--- src/rtl/bap_pkg.sv ---
// Shared types and constants for the advertising report parser.
`default_nettype none
package bap_pkg;

	localparam int unsigned DATA_START = 11;
	localparam logic [7:0]  NO_FLAGS   = 8'hFF;
	localparam logic [7:0]  PRINT_LO   = 8'h20;
	localparam logic [7:0]  PRINT_HI   = 8'h7E;

	// configuration register indexes
	typedef enum logic [1:0] {
		REG_REPLACEMENT = 2'd0,
		REG_FLAGS_TYPE  = 2'd1,
		REG_NAME_TYPE   = 2'd2,
		REG_SERVICE_TYPE = 2'd3
	} reg_idx_t;

	typedef enum logic [2:0] {
		KIND_ADDR      = 3'd0,
		KIND_FLAGS     = 3'd1,
		KIND_NAME_START = 3'd2,
		KIND_NAME_CHAR = 3'd3,
		KIND_SVC_START = 3'd4,
		KIND_UUID      = 3'd5,
		KIND_SVC_BYTE  = 3'd6,
		KIND_END       = 3'd7
	} kind_t;

	typedef struct packed {
		logic [7:0] replacement_char;
		logic [7:0] flags_type_code;
		logic [7:0] name_type_code;
		logic [7:0] service_type_code;
	} cfg_t;

	typedef struct packed {
		logic        valid;
		kind_t       kind;
		logic [47:0] value;
		logic [7:0]  final_flags;
		logic        last;
	} res_t;

endpackage
`default_nettype wire

--- src/rtl/bap_core.sv ---
// Parser state and per-byte decode of the report and its AD structures.
`default_nettype none
module bap_core (
	input  wire logic          clk,
	input  wire logic          arst_n,
	input  wire logic          step,
	input  wire logic [7:0]    data_byte,
	input  wire logic          first_byte,
	input  wire bap_pkg::cfg_t cfg,
	output bap_pkg::res_t      res
);
	import bap_pkg::*;

	typedef enum logic [2:0] {
		PH_IDLE,
		PH_HEADER,
		PH_ADLEN,
		PH_ADBODY,
		PH_DONE
	} phase_t;

	phase_t      phase_q, phase_n;
	logic [8:0]  pos_q, pos_n;
	logic [7:0]  dlen_q, dlen_n;
	logic [47:0] addr_q, addr_n;
	logic [7:0]  rem_q, rem_n;
	logic [7:0]  stype_q, stype_n;
	logic [7:0]  off_q, off_n;
	logic [7:0]  uuid_lo_q, uuid_lo_n;
	logic [7:0]  flags_q, flags_n;

	logic [8:0] pos_end;
	logic [8:0] left;
	logic [8:0] total;
	logic [2:0] lane;
	logic       svc_ok;
	logic [7:0] name_c;

	always_comb begin
		pos_end = 9'(DATA_START) + {1'b0, dlen_q};
		left    = pos_end - pos_q - 9'd1;
		total   = {1'b0, off_q} + {1'b0, rem_q};
		svc_ok  = (total >= 9'd3);
		lane    = 3'(pos_q - 9'd4);
		name_c  = (data_byte >= PRINT_LO && data_byte <= PRINT_HI) ? data_byte
			: cfg.replacement_char;

		phase_n   = phase_q;
		pos_n     = pos_q;
		dlen_n    = dlen_q;
		addr_n    = addr_q;
		rem_n     = rem_q;
		stype_n   = stype_q;
		off_n     = off_q;
		uuid_lo_n = uuid_lo_q;
		flags_n   = flags_q;

		res.valid       = 1'b0;
		res.kind        = KIND_ADDR;
		res.value       = '0;
		res.final_flags = '0;
		res.last        = 1'b0;

		if (first_byte) begin
			phase_n   = PH_HEADER;
			pos_n     = 9'd1;
			dlen_n    = '0;
			addr_n    = '0;
			rem_n     = '0;
			stype_n   = '0;
			off_n     = '0;
			uuid_lo_n = '0;
			flags_n   = NO_FLAGS;
		end else if (phase_q != PH_IDLE && phase_q != PH_DONE) begin
			pos_n = pos_q + 9'd1;
			if (pos_q < 9'(DATA_START)) begin
				if (pos_q >= 9'd4 && pos_q <= 9'd9) begin
					for (int i = 0; i < 6; i++) begin
						if (lane == 3'(i))
							addr_n[8*i +: 8] = addr_q[8*i +: 8] | data_byte;
					end
				end
				if (pos_q == 9'd9) begin
					res.valid = 1'b1;
					res.kind  = KIND_ADDR;
					res.value = addr_n;
				end
				if (pos_q == 9'd10) begin
					dlen_n  = data_byte;
					phase_n = PH_ADLEN;
				end
			end else if (pos_q == pos_end) begin
				res.valid       = 1'b1;
				res.kind        = KIND_END;
				res.value       = {40'd0, data_byte};
				res.final_flags = flags_q;
				res.last        = 1'b1;
				phase_n         = PH_DONE;
			end else if (phase_q == PH_ADLEN) begin
				// clip the structure to what is left of the data region
				if ({1'b0, data_byte} < left)
					rem_n = data_byte;
				else
					rem_n = left[7:0];
				off_n = '0;
				if (rem_n != 8'd0)
					phase_n = PH_ADBODY;
				else
					rem_n = rem_q;
			end else begin
				if (off_q == 8'd0) begin
					stype_n = data_byte;
					if (data_byte == cfg.flags_type_code) begin
						res.valid = 1'b0;
					end else if (data_byte == cfg.name_type_code) begin
						res.valid = 1'b1;
						res.kind  = KIND_NAME_START;
						res.value = {39'd0, total - 9'd1};
					end else if (data_byte == cfg.service_type_code && svc_ok) begin
						res.valid = 1'b1;
						res.kind  = KIND_SVC_START;
						res.value = {39'd0, total - 9'd3};
					end
				end else if (stype_q == cfg.flags_type_code) begin
					if (off_q == 8'd1) begin
						flags_n   = data_byte;
						res.valid = 1'b1;
						res.kind  = KIND_FLAGS;
						res.value = {40'd0, data_byte};
					end
				end else if (stype_q == cfg.name_type_code) begin
					res.valid = 1'b1;
					res.kind  = KIND_NAME_CHAR;
					res.value = {40'd0, name_c};
				end else if (stype_q == cfg.service_type_code && svc_ok) begin
					if (off_q == 8'd1) begin
						uuid_lo_n = data_byte;
					end else if (off_q == 8'd2) begin
						res.valid = 1'b1;
						res.kind  = KIND_UUID;
						res.value = {32'd0, data_byte, uuid_lo_q};
					end else begin
						res.valid = 1'b1;
						res.kind  = KIND_SVC_BYTE;
						res.value = {40'd0, data_byte};
					end
				end
				off_n = off_q + 8'd1;
				rem_n = rem_q - 8'd1;
				if (rem_q == 8'd1)
					phase_n = PH_ADLEN;
			end
		end
	end

	always_ff @(posedge clk or negedge arst_n) begin
		if (!arst_n) begin
			phase_q   <= PH_IDLE;
			pos_q     <= '0;
			dlen_q    <= '0;
			addr_q    <= '0;
			rem_q     <= '0;
			stype_q   <= '0;
			off_q     <= '0;
			uuid_lo_q <= '0;
			flags_q   <= NO_FLAGS;
		end else if (step) begin
			phase_q   <= phase_n;
			pos_q     <= pos_n;
			dlen_q    <= dlen_n;
			addr_q    <= addr_n;
			rem_q     <= rem_n;
			stype_q   <= stype_n;
			off_q     <= off_n;
			uuid_lo_q <= uuid_lo_n;
			flags_q   <= flags_n;
		end
	end

endmodule
`default_nettype wire

--- src/rtl/ble_adv_report_parser_top.sv ---
// Top level of the advertising report parser: channels, registers, checks.
//
// channel   direction  handshake           payload
// in        to block   in_valid/in_ready   data_byte, first_byte
// out       from block out_valid/out_ready result_kind, value, final_flags, last
// cfg       to block   cfg_we              cfg_index, cfg_wdata
//
// One byte per cycle sustained while results are taken; two register stages
// (input register, then decode into the result register), so a byte's result
// is presented from the result register once the decode stage has taken it.
// arst_n clears control state and loads the register reset values.
// A stalled result holds the decode stage; the input register still takes
// one byte, after which in_ready falls until the result is taken.
`default_nettype none
module ble_adv_report_parser_top (
	input  wire logic        clk,
	input  wire logic        arst_n,
	// byte input
	input  wire logic        in_valid,
	output logic             in_ready,
	input  wire logic [7:0]  data_byte,
	input  wire logic        first_byte,
	// result output
	output logic             out_valid,
	input  wire logic        out_ready,
	output logic [2:0]       result_kind,
	output logic [47:0]      value,
	output logic [7:0]       final_flags,
	output logic             last,
	// register writes
	input  wire logic        cfg_we,
	input  wire logic [1:0]  cfg_index,
	input  wire logic [7:0]  cfg_wdata
);
	import bap_pkg::*;

	cfg_t        cfg_q;
	logic        valid_s1;
	logic [7:0]  byte_s1;
	logic        first_s1;
	logic        out_valid_q;
	res_t        res;
	res_t        res_q;
	logic        fire;

	// decode stage moves when the result slot is free or being emptied
	assign fire     = valid_s1 && (!out_valid_q || out_ready);
	assign in_ready = !valid_s1 || fire;

	// register file
	always_ff @(posedge clk or negedge arst_n) begin
		if (!arst_n) begin
			cfg_q.replacement_char  <= 8'd63;
			cfg_q.flags_type_code   <= 8'd1;
			cfg_q.name_type_code    <= 8'd9;
			cfg_q.service_type_code <= 8'd22;
		end else if (cfg_we) begin
			case (reg_idx_t'(cfg_index))
				REG_REPLACEMENT:  cfg_q.replacement_char  <= cfg_wdata;
				REG_FLAGS_TYPE:   cfg_q.flags_type_code   <= cfg_wdata;
				REG_NAME_TYPE:    cfg_q.name_type_code    <= cfg_wdata;
				REG_SERVICE_TYPE: cfg_q.service_type_code <= cfg_wdata;
				default:          cfg_q <= cfg_q;
			endcase
		end
	end

	// input register
	always_ff @(posedge clk or negedge arst_n) begin
		if (!arst_n) begin
			valid_s1 <= 1'b0;
		end else if (in_ready) begin
			valid_s1 <= in_valid;
		end
	end

	always_ff @(posedge clk) begin
		if (in_ready && in_valid) begin
			byte_s1  <= data_byte;
			first_s1 <= first_byte;
		end
	end

	bap_core u_core (
		.clk        (clk),
		.arst_n     (arst_n),
		.step       (fire),
		.data_byte  (byte_s1),
		.first_byte (first_s1),
		.cfg        (cfg_q),
		.res        (res)
	);

	// result register; bytes that give no result just pass through
	always_ff @(posedge clk or negedge arst_n) begin
		if (!arst_n) begin
			out_valid_q <= 1'b0;
		end else if (fire) begin
			out_valid_q <= res.valid;
		end else if (out_ready) begin
			out_valid_q <= 1'b0;
		end
	end

	always_ff @(posedge clk) begin
		if (fire && res.valid)
			res_q <= res;
	end

	assign out_valid   = out_valid_q;
	assign result_kind = res_q.kind;
	assign value       = res_q.value;
	assign final_flags = res_q.final_flags;
	assign last        = res_q.last;

	// checks
	a_last_is_end: assert property (@(posedge clk) disable iff (!arst_n)
		out_valid_q |-> (res_q.last == (res_q.kind == KIND_END)))
		else $error("last flag disagrees with result kind");

	a_flags_only_at_end: assert property (@(posedge clk) disable iff (!arst_n)
		(out_valid_q && !res_q.last) |-> (res_q.final_flags == 8'd0))
		else $error("final flags set on a result that does not end the report");

	a_stall_cause: assert property (@(posedge clk) disable iff (!arst_n)
		!in_ready |-> (valid_s1 && out_valid_q && !out_ready))
		else $error("input stalled without a stalled result");

	a_no_overwrite: assert property (@(posedge clk) disable iff (!arst_n)
		(out_valid_q && !out_ready) |=> (out_valid_q && $stable(res_q)))
		else $error("pending result lost or overwritten");

endmodule
`default_nettype wire
--- config.mk ---
export PLATFORM = sky130hd
export DESIGN_NAME = ble_adv_report_parser_top
export DESIGN_NICKNAME = d
export VERILOG_FILES = /design/src/rtl/bap_pkg.sv /design/src/rtl/bap_core.sv /design/src/rtl/ble_adv_report_parser_top.sv
export SDC_FILE = /design/constraint.sdc
export NUM_CORES = 1
export LEC_CHECK = 0
export ABC_AREA = 1
export BUFFER_PORTS_ARGS = -buffer_cell sky130_fd_sc_hd__buf_2
export CAP_MARGIN = 20
export CORE_AREA = 4 4 154 156
export DETAILED_ROUTE_END_ITERATION = 16
export DIE_AREA = 0 0 158 160
export GPL_TIMING_DRIVEN = 0
export HOLD_SLACK_MARGIN = 0.08
export PLACE_DENSITY = 0.75
export SYNTH_ARGS = -nofsm -noshare
export SYNTH_HDL_FRONTEND = slang
export SYNTH_SLANG_ARGS = --single-unit
export TNS_END_PERCENT = 100
--- constraint.sdc ---
create_clock -name clk -period 3.9 [get_ports clk]
set_input_delay 0.39 -clock clk [delete_from_list [all_inputs] [get_ports clk]]
set_output_delay 0.39 -clock clk [all_outputs]
set_load 0.01 [all_outputs]
# ---- Word-level counts from Yosys, hierarchy flattened
# Index checks and enable logic that the tools add are counted.
dict set report word_totals {
  input_bits 24
  ff_bits 211
  out_inout_bits 62
  word_cells 205
}
dict set report classes {
  eq_ne 31
  n_bitwise 8
  n_reduce_logical 42
  magnitude_cmp 7
  mux 86
  n_addsub 10
}
# op count
set op_table {}
lappend op_table {{$mux 52} 12}
lappend op_table {{$mux 8} 51}
lappend op_table {{$mux 48} 4}
lappend op_table {{$mux 61} 2}
lappend op_table {{$mux 51} 1}
lappend op_table {{$mux 50} 1}
lappend op_table {{$eq 8x8->1} 6}
lappend op_table {{$or 8x8->8} 6}
lappend op_table {{$mux 9} 4}
lappend op_table {{$mux 3} 8}
lappend op_table {{$eq 9x4->1 const B} 2}
lappend op_table {{$sub 9x1->9 const B} 2}
lappend op_table {{$eq 8x1->1 const B} 2}
lappend op_table {{$reduce_bool 2->1} 8}
lappend op_table {{$ne 2x2->1 const B} 6}
lappend op_table {{$reduce_and 10->1} 1}
lappend op_table {{$reduce_and 2->1} 5}
lappend op_table {{$reduce_and 5->1} 2}
lappend op_table {{$add 4x8->9 const A} 1}
lappend op_table {{$add 8x8->9} 1}
lappend op_table {{$add 9x1->9 const B} 1}
lappend op_table {{$eq 3x2->1 const B} 3}
lappend op_table {{$eq 9x9->1} 1}
lappend op_table {{$ge 9x2->1 const B} 1}
lappend op_table {{other kinds (36)} 53}

# ---- Longest topological paths before layout
dict set report depth {
  depth_word 17
  ltp_mapped 26
  ltp_nobuf 25
}

# ---- Modules after synthesis
# Synthesis repeated with hierarchy kept, for this count alone.
dict set report hier_totals {
  cells_unflattened 1548
  area_unflattened_um2 12577.1
}
# module seq_area_each_um2 area_per_inst_um2 cells_each instances
set by_module_without_submodules {}
lappend by_module_without_submodules {bap_core 2712.6 8953.6 1322 1}
lappend by_module_without_submodules {ble_adv_report_parser_top 2937.8 3623.5 226 1}

# ---- Least setup slack after synthesis
# No wires, ideal clock.
dict set report synth_timing {
  kind {flip-flop to flip-flop}
  from {register u_core.off_q[0]}
  to {register res_q (netlist bit final_flags[0]) (enable)}
  n_path_buf 1
  setup_slack_ns -0.225
  setup_time_ns 0.414
  path_stages_with_launch 16
  t_required_ns 3.486
  arrival_ns 3.711
  synth_period_minus_slack_ns 4.125
  cell_sequence {dfrtp_1 ha_1 fa_1 inv_1 o21ai_0 inv_1 nand3_1 nor2_1 nand4_2 buf_4 nand2_1 o21ai_0 nand3_1 nand2_1 nand2_1 inv_1}
}
dict set report synth_via {
  elab_chain_len 13
  word_cells_on_any_way 21
  cone_classes {add/sub: 1; order compare: 1; eq/ne: 1; mux: 14; reduce/logical: 4}
}
# element line
set synth_rtl {}
lappend synth_rtl {{start, declared} bap_core.sv:28} ;# logic [7:0] off_q, off_n;
lappend synth_rtl {{start signal, assigned} bap_core.sv:174} ;# off_q <= off_n;
lappend synth_rtl {{$add 8x8->9} bap_core.sv:42} ;# total = {1'b0, off_q} + {1'b0, rem_q};
lappend synth_rtl {{$ge 9x2->1} bap_core.sv:43} ;# svc_ok = (total >= 9'd3);
lappend synth_rtl {{$logic_and 1x1->1, on equally long branches} {bap_core.sv:135, bap_core.sv:119}}
lappend synth_rtl {{$mux 52, on equally long branches} {bap_core.sv:135, bap_core.sv:119}}
lappend synth_rtl {{$mux 52, on equally long branches} {bap_core.sv:131, bap_core.sv:115}}
lappend synth_rtl {{$mux 52 / $mux 1 (equally long branches)} {bap_core.sv:124, bap_core.sv:113}}
lappend synth_rtl {{$mux 52 *} bap_core.sv:111} ;# if (off_q == 8'd0) begin
lappend synth_rtl {{$mux 52 *} bap_core.sv:99} ;# end else if (phase_q == PH_ADLEN) begin
lappend synth_rtl {{$mux 52 *} bap_core.sv:92} ;# end else if (pos_q == pos_end) begin
lappend synth_rtl {{$mux 52 *} bap_core.sv:76} ;# if (pos_q < 9'(DATA_START)) begin
lappend synth_rtl {{$mux 61 *} bap_core.sv:74} ;# end else if (phase_q != PH_IDLE && phase_q != PH_DONE) begin
lappend synth_rtl {{$mux 61 *} bap_core.sv:64} ;# if (first_byte) begin
lappend synth_rtl {{$logic_and 1x1->1 *} ble_adv_report_parser_top.sv:106} ;# if (fire && res.valid)
lappend synth_rtl {{end signal, assigned} ble_adv_report_parser_top.sv:107} ;# res_q <= res;
lappend synth_rtl {{end, declared} ble_adv_report_parser_top.sv:43} ;# res_t res_q;
# Mark *: on every way between the ends. The rest lies on a longest branch, timed or not.
# A chain may end at the register's enable or synchronous reset.

# ---- Worst setup path after layout
dict set report layout_timing {
  from {register u_core.dlen_q[0]}
  to {register u_core.phase_q[0]}
}
dict set report layout_via {
  elab_chain_len 13
  word_cells_on_any_way 19
  cone_classes {add/sub: 3; order compare: 1; eq/ne: 2; mux: 10; reduce/logical: 3}
}
# element line
set layout_rtl {}
lappend layout_rtl {{start, declared} bap_core.sv:24} ;# logic [7:0] dlen_q, dlen_n;
lappend layout_rtl {{start signal, assigned} bap_core.sv:170} ;# dlen_q <= dlen_n;
lappend layout_rtl {{$add 4x8->9 *} bap_core.sv:40} ;# pos_end = 9'(DATA_START) + {1'b0, dlen_q};
lappend layout_rtl {{$sub 9x9->9} bap_core.sv:41} ;# left = pos_end - pos_q - 9'd1;
lappend layout_rtl {{$sub 9x1->9} bap_core.sv:41}
lappend layout_rtl {{$lt 8x9->1} bap_core.sv:101} ;# if ({1'b0, data_byte} < left)
lappend layout_rtl {{$mux 8} bap_core.sv:101}
lappend layout_rtl {{$mux 8} bap_core.sv:99}
lappend layout_rtl {{$mux 8} bap_core.sv:92}
lappend layout_rtl {{$mux 8} bap_core.sv:76}
lappend layout_rtl {{$mux 8} bap_core.sv:74}
lappend layout_rtl {{$mux 8} bap_core.sv:64}
lappend layout_rtl {{$reduce_bool 8->1} bap_core.sv:106} ;# if (rem_n != 8'd0)
lappend layout_rtl {{$ne 5x3->1 (no source line)} --}
lappend layout_rtl {{$reduce_and 5->1 (no source line)} --}
lappend layout_rtl {{end signal, assigned} bap_core.sv:168} ;# phase_q <= phase_n;
lappend layout_rtl {{end, declared} bap_core.sv:22} ;# phase_t phase_q, phase_n;
# Mark *: on every way between the ends. The rest lies on a longest branch, timed or not. The select of a mux whose other input is x is not followed.

==> flow_summary.html <==
<table>
<tr><th>Metric</th><th>Value</th></tr>
<tr><th colspan="2">Yosys</th></tr>
<tr><td>Summed instance area of the synthesized netlist</td><td>between 10000 and 15000 um^2</td></tr>
<tr><td>Top cell type by total area after synthesis</td><td>sky130_fd_sc_hd__dfrtp_1</td></tr>
<tr><td>Flip-flop cell with the highest count after synthesis</td><td>sky130_fd_sc_hd__dfrtp_1</td></tr>
<tr><td>Sequential-to-total area share from yosys stat</td><td>46.9%</td></tr>
<tr><td>Total of warnings raised by yosys</td><td>0</td></tr>
<tr><td>Synth top area cells</td><td>sky130_fd_sc_hd__dfrtp_1, sky130_fd_sc_hd__edfxtp_1, sky130_fd_sc_hd__nand2_1</td></tr>
<tr><td>Register bit count reported by yosys</td><td>211</td></tr>
<tr><td>Net count after synthesis</td><td>1550</td></tr>
<tr><td>Synthesized instance count</td><td>about 1500</td></tr>
<tr><td>Syn avg cell area</td><td>a little over 8 um^2</td></tr>
<tr><td>Count of different cell masters after synthesis</td><td>56</td></tr>
<tr><td>Area share of the largest cell type after synthesis</td><td>between 20 and 30%</td></tr>
<tr><td>Number of enable flip-flop cells after synthesis</td><td>between 60 and 70</td></tr>
<tr><td>Fraction of synthesis flops using an asynchronous set or reset pin</td><td>between 60% and 70%</td></tr>
<tr><th colspan="2">Placement</th></tr>
<tr><td>Final HPWL from detailed placement</td><td>about 24 mm</td></tr>
<tr><td>Pre-CTS worst setup slack</td><td>-0.276 ns</td></tr>
<tr><td>PortBufs</td><td>85</td></tr>
<tr><td>RD Place Congestion</td><td>1.00</td></tr>
<tr><th colspan="2">Global route</th></tr>
<tr><td>Antenna violations before repair</td><td>0</td></tr>
<tr><td>Congestion Overflow GR</td><td>0</td></tr>
<tr><td>Overall global routing resource usage</td><td>between 20% and 30%</td></tr>
<tr><td>Number of global-route vias before repair</td><td>between 10000 and 15000</td></tr>
<tr><td>Pin count of the biggest net entering global routing</td><td>just under 100</td></tr>
<tr><td>Global-route wire length before repair</td><td>around 54 mm</td></tr>
<tr><th colspan="2">Die</th></tr>
<tr><td>Initial Util</td><td>between 50% and 60%</td></tr>
<tr><td>Cell Rows</td><td>55</td></tr>
<tr><td>Placeable Area</td><td>between 20000 and 25000 um^2</td></tr>
<tr><td>Ports</td><td>86</td></tr>
<tr><td>Overall die height</td><td>160 um</td></tr>
<tr><td>Die area</td><td>around 25000 um^2</td></tr>
<tr><td>Die outline width</td><td>158 um</td></tr>
<tr><th colspan="2">Critical path</th></tr>
<tr><td>Nature of the critical path endpoint</td><td>flip-flop</td></tr>
<tr><td>Nature of the critical path startpoint</td><td>flip-flop</td></tr>
<tr><td>Maximum fanout count along the critical path</td><td>5</td></tr>
<tr><td>Critical path class</td><td>flip-flop to flip-flop</td></tr>
<tr><td>Data required, critical path</td><td>4.37 ns</td></tr>
<tr><td>Arrival time of data at the critical path endpoint</td><td>4.34 ns</td></tr>
<tr><th colspan="2">Layout</th></tr>
<tr><td>Total Nets Final</td><td>approximately 1700</td></tr>
<tr><td>Area growth syn-to-layout</td><td>19.0%</td></tr>
<tr><td>Fraction of layout cells with a size suffix above 1</td><td>16.4%</td></tr>
<tr><td>Number of antenna cells inserted</td><td>0</td></tr>
<tr><td>Fillcell total</td><td>roughly 1900</td></tr>
<tr><th colspan="2">Hold path</th></tr>
<tr><td>Worst min path class</td><td>input port to flip-flop</td></tr>
<tr><th colspan="2">Status</th></tr>
<tr><td>Outcome</td><td>complete, no violations</td></tr>
<tr><th colspan="2">Drt</th></tr>
<tr><td>WL per Instance</td><td>17.6 um</td></tr>
<tr><td>Total wirelength of the detailed-routed design</td><td>roughly 34 mm</td></tr>
<tr><td>Vias after detailed routing</td><td>11100</td></tr>
<tr><td>Post-DR vias/cell</td><td>a little under 6</td></tr>
<tr><td>1st-pass router iterations</td><td>5</td></tr>
<tr><td>Number of design rule violations left after detail routing</td><td>0</td></tr>
<tr><td>Final antenna-violating net count</td><td>0</td></tr>
<tr><td>Initial DRC count</td><td>roughly 1100</td></tr>
<tr><th colspan="2">Power</th></tr>
<tr><td>LEAKAGE</td><td>6.35 nW</td></tr>
<tr><td>Combinational cell fraction of total power</td><td>between 40% and 50%</td></tr>
<tr><td>Net switching power figure</td><td>0.00378 W</td></tr>
<tr><td>Overall power after layout</td><td>about 0.0096 W</td></tr>
<tr><td>Internal power</td><td>a little under 0.006 W</td></tr>
<tr><td>Clock power frac</td><td>26.2%</td></tr>
<tr><td>Power share of the sequential group</td><td>29.4%</td></tr>
<tr><td>Switching fraction of total power</td><td>approximately two fifths</td></tr>
<tr><td>Largest vdd supply drop</td><td>around 440 uV</td></tr>
<tr><td>Pwr per Cell Area</td><td>between 600 and 700 nW/um^2</td></tr>
<tr><th colspan="2">Run</th></tr>
<tr><td>Max-cap check violation count</td><td>0</td></tr>
<tr><th colspan="2">STA</th></tr>
<tr><td>Number of setup violations in the final report</td><td>0</td></tr>
<tr><td>Max Clock Skew</td><td>between 0.006 and 0.007 ns</td></tr>
<tr><td>Share of the clock period used by the worst path after layout</td><td>99.2%</td></tr>
<tr><td>FMAX</td><td>approximately 260 MHz</td></tr>
<tr><td>Transition at the pin with the smallest max-transition slack</td><td>0.970 ns</td></tr>
<tr><td>Final hold viol count</td><td>0</td></tr>
<tr><td>Worst setup slack after layout</td><td>between 0.03 and 0.04 ns</td></tr>
<tr><td>Max transition margin</td><td>around a third</td></tr>
<tr><td>Fin crit period</td><td>around 3.9 ns</td></tr>
<tr><td>Setup repair after global routing missed its margin</td><td>true</td></tr>
<tr><td>Max-slew violation count</td><td>0</td></tr>
<tr><th colspan="2">Clock tree</th></tr>
<tr><td>Insertion delay to the later sink of the worst-skew pair</td><td>between 0.5 and 0.6 ns</td></tr>
<tr><td>Clock tree from TritonCTS</td><td>done</td></tr>
<tr><td>Maximum buffer depth of the clock tree</td><td>3</td></tr>
<tr><td>CTS Root Cell</td><td>sky130_fd_sc_hd__clkbuf_16</td></tr>
<tr><td>CTS Sinks</td><td>between 200 and 250</td></tr>
<tr><td>H-tree Lvls</td><td>1</td></tr>
<tr><td>Clock transition at the registers of the reported paths</td><td>about 0.06 ns</td></tr>
<tr><td>Num CTS Buffers</td><td>23</td></tr>
</table>
-- logic make-up (layout without fill, tap and decap cells) --
logic type      count (synthesis)  count (layout)  synth area share [%]
mux                             6               6                 0.498
simple gates                  678             679                  24.5
buf+inv                       211             373                  6.77
xor+xnor                       43              43                  3.12
fa+ha+maj                      40              40                  4.28
flops                         211             211                  46.9
compound gates                297             297                  14.0
-- critical path: stages (launching register included) --
cell and delay [ns]:
sky130_fd_sc_hd__dfrtp_1 0.42, sky130_fd_sc_hd__inv_2 0.08, sky130_fd_sc_hd__ha_4 0.26, sky130_fd_sc_hd__inv_1 0.06
sky130_fd_sc_hd__fa_1 0.45, sky130_fd_sc_hd__nand3_1 0.17, sky130_fd_sc_hd__nand3_4 0.13, sky130_fd_sc_hd__a31oi_4 0.19
sky130_fd_sc_hd__xor2_2 0.19, sky130_fd_sc_hd__ha_1 0.28, sky130_fd_sc_hd__a21oi_2 0.14, sky130_fd_sc_hd__nor2_2 0.07
sky130_fd_sc_hd__o211ai_4 0.22, sky130_fd_sc_hd__nand2_4 0.09, sky130_fd_sc_hd__buf_6 0.14, sky130_fd_sc_hd__o21ai_4 0.16
sky130_fd_sc_hd__nand2_2 0.09, sky130_fd_sc_hd__nor2_4 0.12, sky130_fd_sc_hd__nand4_1 0.25, sky130_fd_sc_hd__nand2_2 0.17
sky130_fd_sc_hd__nand2_1 0.07, sky130_fd_sc_hd__nand2_1 0.06
-- state kept, by name (all words and copies together) (netlist names), 3 cells and up --
register and count:
u_core.uuid_lo_q 8, u_core.rem_q 8, u_core.dlen_q 8, u_core.addr_q 48, cfg_q 32, u_core.phase_q 3
final_flags 8, u_core.stype_q 8, value 48, u_core.off_q 8, u_core.flags_q 8, result_kind 3
byte_s1 8, u_core.pos_q 9
-- placed cells by master, fill, tap and decap left out, types with 4 or more instances in the layout --
master	n
sky130_fd_sc_hd__nand2_1	400
sky130_fd_sc_hd__inv_1	141
sky130_fd_sc_hd__dfrtp_1	121
sky130_fd_sc_hd__o21ai_0	109
sky130_fd_sc_hd__nor2_1	95
sky130_fd_sc_hd__buf_2	94
sky130_fd_sc_hd__a21oi_1	87
sky130_fd_sc_hd__nand3_1	79
sky130_fd_sc_hd__edfxtp_1	69
sky130_fd_sc_hd__a31oi_1	48
sky130_fd_sc_hd__clkbuf_1	38
sky130_fd_sc_hd__ha_1	34
sky130_fd_sc_hd__clkbuf_16	27
sky130_fd_sc_hd__nand4_1	26
sky130_fd_sc_hd__xor2_1	24
sky130_fd_sc_hd__dfstp_2	20
sky130_fd_sc_hd__nand2_2	17
sky130_fd_sc_hd__xnor2_1	16
sky130_fd_sc_hd__o22ai_1	16
sky130_fd_sc_hd__buf_4	15
sky130_fd_sc_hd__nor3_1	14
sky130_fd_sc_hd__or2_2	12
sky130_fd_sc_hd__inv_2	10
sky130_fd_sc_hd__dlygate4sd3_1	10
sky130_fd_sc_hd__o21ai_1	6
sky130_fd_sc_hd__buf_6	6
sky130_fd_sc_hd__nor4_1	6
sky130_fd_sc_hd__buf_1	6
sky130_fd_sc_hd__mux2i_1	6
sky130_fd_sc_hd__o211ai_1	5
sky130_fd_sc_hd__bufinv_16	5
sky130_fd_sc_hd__nor2_2	4
sky130_fd_sc_hd__clkinv_1	4
sky130_fd_sc_hd__nor3b_1	4
sky130_fd_sc_hd__clkinv_2	4
sky130_fd_sc_hd__buf_12	4
-- routing by layer --
metal	track usage, %	up-vias	wire length (um)
met5	0	-	0
met4	8.88	0	1190
met3	4.23	96	2780
met2	41.8	499	16100
met1	36.3	5257	14000
li1	-	5288	-
-- power by group through the flow --
stage          sequential [W]  combinational [W]  clock, W
6_report              0.00282            0.00426   0.00251
4_1_cts               0.00280            0.00344   0.00254
3_3_place_gp          0.00283            0.00320         0
2_1_floorplan         0.00276            0.00253         0
5_1_grt               0.00284            0.00464   0.00264
3_5_place_dp          0.00284            0.00329         0
-- Yosys cell counts, types with 2 or more instances --
| cell type | number |
|---|---|
| sky130_fd_sc_hd__nand2_1 | 413 |
| sky130_fd_sc_hd__inv_1 | 146 |
| sky130_fd_sc_hd__dfrtp_1 | 122 |
| sky130_fd_sc_hd__o21ai_0 | 112 |
| sky130_fd_sc_hd__nor2_1 | 97 |
| sky130_fd_sc_hd__a21oi_1 | 89 |
| sky130_fd_sc_hd__nand3_1 | 82 |
| sky130_fd_sc_hd__edfxtp_1 | 69 |
| sky130_fd_sc_hd__a31oi_1 | 49 |
| sky130_fd_sc_hd__ha_1 | 38 |
| sky130_fd_sc_hd__clkbuf_1 | 37 |
| sky130_fd_sc_hd__nand4_1 | 26 |
| sky130_fd_sc_hd__xor2_1 | 26 |
| sky130_fd_sc_hd__dfstp_2 | 20 |
| sky130_fd_sc_hd__xnor2_1 | 17 |
| sky130_fd_sc_hd__o22ai_1 | 16 |
| sky130_fd_sc_hd__nor3_1 | 14 |
| sky130_fd_sc_hd__or2_2 | 12 |
| sky130_fd_sc_hd__buf_2 | 10 |
| sky130_fd_sc_hd__buf_1 | 6 |
| sky130_fd_sc_hd__inv_2 | 6 |
| sky130_fd_sc_hd__mux2i_1 | 6 |
| sky130_fd_sc_hd__nor4_1 | 6 |
| sky130_fd_sc_hd__o21ai_1 | 6 |
| sky130_fd_sc_hd__nand2_2 | 5 |
| sky130_fd_sc_hd__o211ai_1 | 5 |
| sky130_fd_sc_hd__a21boi_0 | 4 |
| sky130_fd_sc_hd__clkinv_1 | 4 |
| sky130_fd_sc_hd__nor3b_1 | 4 |
| sky130_fd_sc_hd__a221oi_1 | 3 |
| sky130_fd_sc_hd__a31o_2 | 3 |
| sky130_fd_sc_hd__nor2_2 | 3 |
| sky130_fd_sc_hd__fa_1 | 2 |
| sky130_fd_sc_hd__nand3b_1 | 2 |
| sky130_fd_sc_hd__nand4_4 | 2 |
| sky130_fd_sc_hd__nor2_4 | 2 |
| sky130_fd_sc_hd__nor3_2 | 2 |
| sky130_fd_sc_hd__nor4_4 | 2 |
-- repair_timing --
item / CTS / global route
buffers inserted: 6 / 14
setup endpoints to repair: 71 / 71
hold buffers: 10 / 0
pin swaps: 9 / 31
gates cloned: 1 / 3
hold endpoints to repair: 47 / 0
gates resized for setup: 3 / 52
-- layout make-up --
class	instances	area (um^2)	share of cell area [%]
Buffer	55	234	1.63
Clock buffer	30	678	4.73
Clock inverter	12	208	1.45
Inverter	156	589	4.11
Multi-Input combinational cell	1065	5790	40.4
Sequential cell	211	5650	39.4
Tap cell	285	357	2.49
Timing Repair Buffer	120	836	5.83
-- worst paths after layout --
check	startpoint	to	slack [ns]	cells past startpoint
worst max-delay path	u_core.dlen_q[0]	u_core.phase_q[0]	0.03	21
worst min-delay path	in_valid	valid_s1	0.10	3
worst max register to register	u_core.dlen_q[0]	u_core.phase_q[0]	0.03	21
worst min register to register	u_core.pos_q[7]	u_core.pos_q[7]	0.49	1
max in group asynchronous	arst_n	u_core.flags_q[7]	2.70	3
min in group asynchronous	arst_n	u_core.pos_q[7]	0.35	2
-- per-stage QoR --
stage               cell area (um^2)  util [%]  TNS, ns  instances  hold slack (ns)
finish                         14300      64.1        0       1934            0.104
global route                   14300      64.1    -1.54       1934            0.143
detailed placement             12900      57.6   -15.21       1858            0.353
floorplan                      12100         -        0       1486           0.0944
global placement               12800      57.4   -52.10       1856            0.467
CTS                            13900      62.3        0       1917            0.115
No activity file was read; power rests on OpenSTA's default activity.
